==> config.mk <==
export PLATFORM = sky130hd
export DESIGN_NAME = hpool_eval
export DESIGN_NICKNAME = d
export VERILOG_FILES = /design/src/rtl/refcounted_handle_pool_core_defines.svh /design/src/rtl/hpool_pkg.sv /design/src/rtl/hpool_eval.sv
export SDC_FILE = /design/constraint.sdc
export NUM_CORES = 1
export LEC_CHECK = 0
export BUFFER_PORTS_ARGS = -buffer_cell sky130_fd_sc_hd__buf_4
export CAP_MARGIN = 20
export CORE_ASPECT_RATIO = 1.2
export CORE_UTILIZATION = 43
export DETAILED_ROUTE_END_ITERATION = 16
export GPL_ROUTABILITY_DRIVEN = 0
export PLACE_DENSITY_LB_ADDON = 0.25
export SYNTH_ARGS = -nofsm -noshare
export SYNTH_HDL_FRONTEND = slang
export SYNTH_SLANG_ARGS = --single-unit
==> constraint.sdc <==
create_clock -name vclk -period 2.6
set_input_delay 0.13 -clock vclk [all_inputs]
set_output_delay 0.13 -clock vclk [all_outputs]
set_load 0.01 [all_outputs]
==> src/rtl/refcounted_handle_pool_core_defines.svh <==
// ----------------------------------------------------------------------------
// refcounted handle pool assertion macros
// concurrent assertion wrappers, empty under synthesis
// ----------------------------------------------------------------------------
`ifndef REFCOUNTED_HANDLE_POOL_CORE_DEFINES_SVH
`define REFCOUNTED_HANDLE_POOL_CORE_DEFINES_SVH

`ifndef SYNTHESIS
`define HPOOL_ASSERT_IMP(lbl, clk, rstn, ante, cons, msg) \
    lbl: assert property (@(posedge clk) disable iff (!rstn) (ante) |-> (cons)) \
        else $error(msg);
`define HPOOL_ASSERT_NEXT(lbl, clk, rstn, ante, cons, msg) \
    lbl: assert property (@(posedge clk) disable iff (!rstn) (ante) |=> (cons)) \
        else $error(msg);
`else
`define HPOOL_ASSERT_IMP(lbl, clk, rstn, ante, cons, msg)
`define HPOOL_ASSERT_NEXT(lbl, clk, rstn, ante, cons, msg)
`endif

`endif

==> src/rtl/hpool_pkg.sv <==
// ----------------------------------------------------------------------------
// hpool_pkg
// shared widths, codes and types of the handle pool
// ----------------------------------------------------------------------------
package hpool_pkg;

    localparam int HANDLE_W = 20;
    localparam int COUNT_W  = 11;
    localparam int SLOT_W   = 8;
    localparam int STATUS_W = 4;
    localparam int OP_W     = 3;

    localparam int ENTRIES_DEF    = 256;
    localparam int ID_BITS_DEF    = 20;
    localparam int COUNT_BITS_DEF = 11;

    typedef enum logic [OP_W-1:0] {
        OP_ALLOC       = 3'd0,
        OP_ALLOC_LOCK  = 3'd1,
        OP_FREE        = 3'd2,
        OP_LOCK_FIRST  = 3'd3,
        OP_LOCK        = 3'd4,
        OP_UNLOCK      = 3'd5,
        OP_UNLOCK_LAST = 3'd6
    } op_t;

    typedef enum logic [STATUS_W-1:0] {
        ST_OK        = 4'd0,
        ST_FULL      = 4'd1,
        ST_INVALID   = 4'd2,
        ST_STALE     = 4'd3,
        ST_NOTALLOC  = 4'd4,
        ST_NOTLOCKED = 4'd5,
        ST_LOCKED    = 4'd6,
        ST_SAT       = 4'd7,
        ST_NOTLAST   = 4'd8
    } status_t;

    typedef struct packed {
        status_t status;
        logic    hit;
        logic    wr_en;
        logic    new_alloc;
        logic    slot_valid;
        logic    freed;
    } eval_flags_t;

endpackage

==> src/rtl/hpool_eval.sv <==
// ----------------------------------------------------------------------------
// hpool_eval
// checks one slot header against a request and forms the updated header
// ----------------------------------------------------------------------------
module hpool_eval #(
    parameter int ID_BITS    = hpool_pkg::ID_BITS_DEF,
    parameter int COUNT_BITS = hpool_pkg::COUNT_BITS_DEF
) (
    input  logic [hpool_pkg::OP_W-1:0] op,
    input  logic [ID_BITS-1:0]         id,
    input  logic                       hdr_alloc,
    input  logic [COUNT_BITS-1:0]      hdr_cnt,
    input  logic [ID_BITS-1:0]         hdr_id,
    output hpool_pkg::eval_flags_t     flags,
    output logic [COUNT_BITS-1:0]      new_cnt,
    output logic [COUNT_BITS-1:0]      out_cnt
);

    logic id_match;
    logic cnt_zero;
    logic cnt_one;
    logic cnt_max;

    assign id_match = (hdr_id == id);
    assign cnt_zero = (hdr_cnt == '0);
    assign cnt_one  = (hdr_cnt == COUNT_BITS'(1));
    assign cnt_max  = &hdr_cnt;

    always_comb
    begin
        flags.status     = hpool_pkg::ST_INVALID;
        flags.hit        = 1'b0;
        flags.wr_en      = 1'b0;
        flags.new_alloc  = 1'b1;
        flags.slot_valid = 1'b0;
        flags.freed      = 1'b0;
        new_cnt          = hdr_cnt;
        out_cnt          = '0;
        unique case (op) inside
            hpool_pkg::OP_ALLOC, hpool_pkg::OP_ALLOC_LOCK:
            begin
                if (id != '0 && !hdr_alloc && !id_match)
                begin
                    flags.status     = hpool_pkg::ST_OK;
                    flags.hit        = 1'b1;
                    flags.wr_en      = 1'b1;
                    flags.slot_valid = 1'b1;
                    new_cnt = (op == hpool_pkg::OP_ALLOC_LOCK) ? COUNT_BITS'(1) : '0;
                    out_cnt = new_cnt;
                end
                else
                begin
                    flags.status = hpool_pkg::ST_FULL;
                end
            end
            hpool_pkg::OP_FREE, hpool_pkg::OP_LOCK_FIRST, hpool_pkg::OP_LOCK,
            hpool_pkg::OP_UNLOCK, hpool_pkg::OP_UNLOCK_LAST:
            begin
                if (id != '0)
                begin
                    flags.slot_valid = 1'b1;
                    out_cnt          = hdr_cnt;
                    if (!id_match)
                    begin
                        flags.status = hpool_pkg::ST_STALE;
                    end
                    else if (!hdr_alloc)
                    begin
                        flags.status = hpool_pkg::ST_NOTALLOC;
                    end
                    else
                    begin
                        case (op)
                            hpool_pkg::OP_FREE:
                            begin
                                if (!cnt_zero)
                                begin
                                    flags.status = hpool_pkg::ST_LOCKED;
                                end
                                else
                                begin
                                    flags.status    = hpool_pkg::ST_OK;
                                    flags.wr_en     = 1'b1;
                                    flags.new_alloc = 1'b0;
                                    new_cnt         = '0;
                                    out_cnt         = '0;
                                end
                            end
                            hpool_pkg::OP_LOCK_FIRST:
                            begin
                                if (!cnt_zero)
                                begin
                                    flags.status = hpool_pkg::ST_LOCKED;
                                end
                                else
                                begin
                                    flags.status = hpool_pkg::ST_OK;
                                    flags.wr_en  = 1'b1;
                                    new_cnt      = COUNT_BITS'(1);
                                    out_cnt      = COUNT_BITS'(1);
                                end
                            end
                            hpool_pkg::OP_LOCK:
                            begin
                                if (cnt_zero)
                                begin
                                    flags.status = hpool_pkg::ST_NOTLOCKED;
                                end
                                else if (cnt_max)
                                begin
                                    flags.status = hpool_pkg::ST_SAT;
                                end
                                else
                                begin
                                    flags.status = hpool_pkg::ST_OK;
                                    flags.wr_en  = 1'b1;
                                    new_cnt      = hdr_cnt + COUNT_BITS'(1);
                                    out_cnt      = new_cnt;
                                end
                            end
                            default:
                            begin
                                if (cnt_zero)
                                begin
                                    flags.status = hpool_pkg::ST_NOTLOCKED;
                                end
                                else if (op == hpool_pkg::OP_UNLOCK_LAST && !cnt_one)
                                begin
                                    flags.status = hpool_pkg::ST_NOTLAST;
                                end
                                else
                                begin
                                    // drop one reference; the last one frees the slot
                                    flags.status    = hpool_pkg::ST_OK;
                                    flags.wr_en     = 1'b1;
                                    flags.new_alloc = !cnt_one;
                                    flags.freed     = cnt_one;
                                    new_cnt         = hdr_cnt - COUNT_BITS'(1);
                                    out_cnt         = new_cnt;
                                end
                            end
                        endcase
                    end
                end
            end
            default:
            begin
                flags.status = hpool_pkg::ST_INVALID;
            end
        endcase
    end

endmodule

## After elaboration in Yosys (flattened, before gate mapping)

Cells that the tools add are included.

| operators by class | value |
|---|---|
| reductions and logical operators | 15 |
| multiply operators | 0 |
| $lt $le $gt $ge | 0 |
| add/subtract/negate cells | 2 |
| shift operators | 0 |
| divide/modulo/power cells | 0 |
| eq/ne operators | 8 |
| multiplexer cells | 50 |
| bitwise gates (word level) | 0 |

Operators with widths:

| operator | number |
|---|---|
| $mux 11 | 11 |
| $pmux 11 s2 | 2 |
| $pmux 11 s3 | 1 |
| $mux 4 | 6 |
| $eq 20x20->1 | 1 |
| $reduce_bool 20->1 | 1 |
| $pmux 4 s2 | 2 |
| $mux 1 | 15 |
| $mux 2 | 6 |
| $add 11x1->11 const B | 1 |
| $eq 11x1->1 const B | 1 |
| $logic_not 11->1 | 1 |
| $reduce_and 11->1 | 1 |
| $sub 11x1->11 const B | 1 |
| $eq 3x3->1 const B | 3 |
| $mux 3 | 3 |
| $eq 3x2->1 const B | 2 |
| $pmux 1 s2 | 3 |
| $reduce_or 2->1 | 3 |
| $reduce_or 5->1 | 1 |
| $eq 3x1->1 const B | 1 |
| $logic_and 1x1->1 | 3 |
| $logic_not 1->1 | 3 |
| $logic_not 3->1 | 1 |
| other kinds (2) | 2 |

| word-level totals | value |
|---|---|
| bits in latches | 0 |
| input bits | 55 |
| register bits after elaboration | 0 |
| logic and storage cells | 75 |
| memories | 0 |
| RAM bits | 0 |
| ROM bits | 0 |
| output and inout bits | 31 |

## Longest topological paths before layout

Gate-level depths: netlist of the first run.

| logic depth | value |
|---|---|
| depth after elaboration | 10 |
| mapped depth | 8 |
| mapped depth without buffers | 8 |

## Worst setup path before layout of the first run

OpenSTA, ideal clock, no wires.

| timing path | value |
|---|---|
| path type | input to output |
| start point | input hdr_cnt[4] |
| end point | output out_cnt[9] |
| data required time | 2470 ps |
| slack | 626 ps |
| data arrival time | 1844 ps |
| stages on the path | 8 |
| cell sequence | buf_6 nor4_4 buf_6 nand2_1 or4b_4 nor4_2 a211oi_2 o21ai_1 |

| on the way | value |
|---|---|
| longest elaborated chain between the ends | 10 |

Ends and longest elaborated chain:

| item | line | RTL |
|---|---|---|
| start: declaration | hpool_eval.sv:12 | `input logic [COUNT_BITS-1:0] hdr_cnt,` |
| branches (longest 5 deep; another with $sub 11x1->11) | - |  |
| $pmux 11 s3 (*) | hpool_eval.sv:73 | `case (op)` |
| $mux 11 (*) | hpool_eval.sv:67 | `else if (!hdr_alloc)` |
| $mux 11 (*) | hpool_eval.sv:63 | `if (!id_match)` |
| $mux 11 (*) | hpool_eval.sv:59 | `if (id != '0)` |
| $pmux 11 s2 (*) | hpool_eval.sv:39 | `unique case (op) inside` |
| end: declaration | hpool_eval.sv:16 | `output logic [COUNT_BITS-1:0] out_cnt` |

Every way passes the cells marked *.

## Worst setup path in the final report of the first run

| timing path | value |
|---|---|
| start point | input hdr_cnt[1] |
| end point | output out_cnt[6] |

Same word-level chain as after synthesis.

==> results of run 1 <==
## power groups by stage
stage | sequential [uW] | clock [uW] | combinational [uW]
2_1_floorplan | 0 | 0 | 192
3_3_place_gp | 0 | 0 | 364
3_5_place_dp | 0 | 0 | 368
4_1_cts | 0 | 0 | 370
5_1_grt | 0 | 0 | 402
6_report | 0 | 0 | 375
## cell type report
cell class | instances | area (um^2)
Fill cell | 372 | 1287
Tap cell | 52 | 65.06
Inverter | 11 | 41.29
Timing Repair Buffer | 101 | 758.2
Multi-Input combinational cell | 221 | 1572
## final timing paths
path,startpoint,endpoint,cells after the start
setup / recovery,hdr_cnt[1],out_cnt[6],9
hold / removal,hdr_alloc,flags[4],3
## layout by cell type (no fill, tap or decap), types with 3 or more instances in the layout
cell and instances:
nor2_1 16, a41o_1 3, xnor2_1 22, nor3_2 3, and2_1 7, nand2_1 16, and3_1 7, nor4b_1 3
a211oi_1 4, nand3_1 11, a21oi_1 12, buf_4 101, a31oi_1 10, nor3_1 5, nand4_1 11, inv_1 11
ha_1 4, nor4_1 9, o32ai_1 3, o31ai_1 4, o21ai_0 7, and4_1 3, a211o_1 6, o211ai_1 7
o21a_1 4
## per-stage QoR
stage	worst slack [ns]	utilization
floorplan	0.6261	-
global route	0.1243	0.6542
finish	0.2756	0.6542
detailed placement	0.3513	0.6542
global placement	0.3983	0.6542
CTS	0.3520	0.6542
## cell families (layout without fill, tap and decap cells)
kind of cell,after synthesis,count (layout),share of synthesized area
AOI/OAI and AO/OA,83,83,0.3630
and+or+nand+nor,108,108,0.3931
adders and majority gates,4,4,0.02939
xor gates and xnor gates,23,23,0.1183
buffers and inverters,27,112,0.07715
muxes,3,3,0.01910
## metal layers
layer / vias up / routed length, um / GRT usage
li1: 1149 / - / -
met1: 1135 / 2392 / 0.3659
met2: 195 / 3135 / 0.5331
met3: 32 / 837 / 0.05119
met4: 0 / 237 / 0.09259
met5: - / 0 / 0
## worst max-delay path: stages
cell and delay [ns]:
buf_4 0.11, inv_1 0.08, ha_1 0.28, a41oi_1 0.51, nor3_2 0.09, a211oi_1 0.49
o311ai_1 0.17, o21ai_0 0.15, buf_4 0.18
==> metrics, run 1 <==
Clk pwr share=0; Clock Buffer Count=0; most frequent cell after synthesis=xnor2_1; Cell Rows=24; Reg power frac=0; max frequency=430.2 MHz; FF+latch area=0 um^2; Global Route Usage Sum=0.3034; count of cell types in the netlist=62; Syn. warnings=0; non-filler cells, final=385; die extent in x=59.45 um; chip height=70.94 um; Synth Instances=248; crit start category=primary input; Sw Ratio=0.5099; normalized max-slew margin=0.5831; total power=375.1 uW; Seq cells=0; synth top area cells=xnor2_1, nand4_1, a31oi_1, a21oi_1, nand2_1; Final ANT Viol Nets=0; sum of negative setup slack=0 ns; Max Cap Viol=0; Combinational Power Share=1.000; RSZ-0062 raised after global routing=false; Switch Pwr=between 150 and 200 uW; DPL Wire Length=between 5000 and 6000 um; gr ovfl total=0; maximum fanout along the worst path=7; vias in the first global route=2,278; # hold bufs at CTS=0; Synth Cell Area=1703 um^2; initial core utilization=0.4573; Post-CTS Resized=0; Final Hold Viols=0; DR WL/cell=17.15 um; antenna violations before repair=0; Die ar.=4217 um^2; Internal=between 150 and 200 uW; placed cell areas=2436 um^2; largest net degree at the start of global routing=15; Port Buf Inserts=86; CP Data Required Time=2.47 ns; fin crit share=0.8940; WP data arrival=around 2.2 ns; diode count=0; Tmin final=2.324 ns; core area=between 3000 and 4000 um^2; share of layout cells above drive strength 1=0.3544; Placed Instances=385; share of the synthesized area in the top cell type=0.1132; Max VDD drop=roughly 0.083 mV; postcts setup bufs=0; DRC=0; final slew viol count=0; Area Overhead vs Synth=43.06%; 1st-iter DRT viols=~190; global-route wire length before repair=between 10,000 and 15,000 um; num ports=86; Initial DRT Pass Iterations=5; post-synth top area cell=xnor2_1; Pleak=between 0.001 and 0.0015 uW; Final Net Count=about 390; Post-Syn Nets=307; final number of setup-violating endpoints=0; Via density=about 6.5; Least-Margin Pin Slew=just over 0.6 ns; Post-synth top cells=xnor2_1, nand2_1, nor2_1, a21oi_1; total wire length=6603 um; Critical Path End Type=output pin; sequential share of the synthesized area=0; via count=2,511; worst min path class=in2out; Final Instance Area=2436 um^2; CP Class=in2out; status=complete, no violations; Mean Syn Cell Area=6.866 um^2; worst hold slack=roughly 0.58 ns; Power per Cell Area=between 150 and 200 nW/um^2
Note: power is estimated with default switching activity, not from simulation.
==> inputs of run 2 (changes only) <==
--- a/config.mk
+++ b/config.mk
@@ -8,7 +8,7 @@
 export BUFFER_PORTS_ARGS = -buffer_cell sky130_fd_sc_hd__buf_4
 export CAP_MARGIN = 20
 export CORE_ASPECT_RATIO = 1.2
-export CORE_UTILIZATION = 43
+export CORE_UTILIZATION = 35
 export DETAILED_ROUTE_END_ITERATION = 16
 export GPL_ROUTABILITY_DRIVEN = 0
 export PLACE_DENSITY_LB_ADDON = 0.25
==> run 2 against run 1 <==
  * Power down 1.3%
  * Non-clock buffer count is 1 lower
  * Final area stayed put
  * Global-route usage decreased by 5.5 points
  * Critical path type unchanged
  * Highest routed layer unchanged
==> metrics, run 2 (synthesis gave the netlist of run 1 again) <==
Final ANT Viol Nets=0 (unchanged); Final Hold Viols=0 (unchanged); # hold bufs at CTS=0 (unchanged); Initial DRT Pass Iterations=5 (unchanged); worst min path class=in2out; WP data arrival=2.26 ns (+0.07 ns); crit start category=primary input; FF+latch area=0 um^2 (unchanged); Max Cap Viol=0 (unchanged); Power per Cell Area=152.0 nW/um^2 (-1.3%); DR WL/cell=16.59 um (-3.3%); DRC=0 (unchanged); Global Route Usage Sum=0.2488 (-0.05454); via count=2,423 (-3.5%); Clock Buffer Count=0 (unchanged); Placed Instances=390 (+1.3%); Critical Path End Type=output pin; DPL Wire Length=5195 um (-0.43%); CP Class=in2out; status=complete, no violations; fillers=466 (+25%); 1st-iter DRT viols=152 (-20%); die extent in x=65.68 um (+10%); maximum fanout along the worst path=9 (+2); Max VDD drop=0.06871 mV (-17%); Via density=6.213 (-4.7%); total wire length=6471 um (-2.0%); sum of negative setup slack=0 ns (unchanged); Seq cells=0 (unchanged); RSZ-0062 raised after global routing=false; Final Net Count=393 (-0.25%); max frequency=418.2 MHz (-2.8%); largest net degree at the start of global routing=15 (unchanged); non-filler cells, final=390 (+1.3%); Cell Rows=27 (+13%); CP Data Required Time=2.47 ns (about the same); Pleak=0.001034 uW (-0.45%); diode count=0 (unchanged); num ports=86 (unchanged); Post-CTS Resized=0 (unchanged); Tmin final=2.391 ns (+0.06665 ns); most common cell after layout, fill and taps aside=buf_4; final number of setup-violating endpoints=0 (unchanged); Die ar.=5150 um^2 (+22%); fin crit share=0.9196 (+0.02564); Least-Margin Pin Slew=0.6323 ns (+0.009211 ns); vias in the first global route=2,212 (-2.9%); share of layout cells above drive strength 1=0.3524 (-0.001945); antenna violations before repair=0 (unchanged); chip height=78.41 um (+11%); core area=4628 um^2 (+24%); normalized max-slew margin=0.5676 (-0.01551); postcts setup bufs=0 (unchanged); Port Buf Inserts=86 (unchanged); leading cell types in the layout, fill and taps excluded=buf_4, xnor2_1, nor2_1, nand2_1, a21oi_1; gr ovfl total=0 (unchanged); Area Overhead vs Synth=43.06% (unchanged); global-route wire length before repair=10,560 um (+3.0%); final slew viol count=0 (unchanged); initial core utilization=0.3679 (-0.08939); post-layout util=0.5264 (-0.1279)
==> run 2: cell type report <==
class	instances	area [um^2]	area share
Inverter	11	41.29	0.01695
Timing Repair Buffer	100	750.7	0.3082
Tap cell	58	72.57	0.02979
Multi-Input combinational cell	221	1572	0.6451
==> run 2: final timing paths <==
kind | from | end | slack, ns | cells after the start
worst max-delay path | hdr_cnt[0] | new_cnt[1] | 0.21 | 9
worst min-delay path | hdr_alloc | flags[7] | 0.57 | 3
==> run 2: stage by stage <==
stage | setup slack, ns | total power, uW | hold WS [ns] | cell area, um^2
6_report | 0.2089 | 370.2 | 0.5735 | 2436
5_1_grt | 0.06380 | 399.8 | 0.5887 | 2436
4_1_cts | 0.2396 | 368.0 | 0.5717 | 2436
3_5_place_dp | 0.2521 | 365.8 | 0.5719 | 2436
3_3_place_gp | 0.2930 | 364.0 | 0.5701 | 2436
2_1_floorplan | 0.6261 | 191.8 | 0.3220 | 1703
==> run 2: worst max-delay path, stage by stage <==
cell and delay [ns]:
buf_4 0.13, ha_1 0.24, nand4_1 0.23, nor3_2 0.42, nor2_1 0.17, a211oi_1 0.47
o211ai_1 0.19, o211ai_1 0.13, buf_4 0.15
==> run 2: report_power, final <==
group          internal [uW]  total (uW)  switching (uW)
clock network              0           0               0
registers                  0           0               0
logic                    182         370             188
total                    182         370             188
==> run 2: metal layers <==
metal / part of all wire / wire, um / track usage / vias up
li1: - / - / - / 1147
met1: 0.39 / 2539 / 0.3233 / 1098
met2: 0.47 / 3072 / 0.4367 / 161
met3: 0.12 / 756 / 0.02180 / 17
met4: 0.016 / 103 / 0.04783 / 0
met5: 0 / 0 / 0 / -
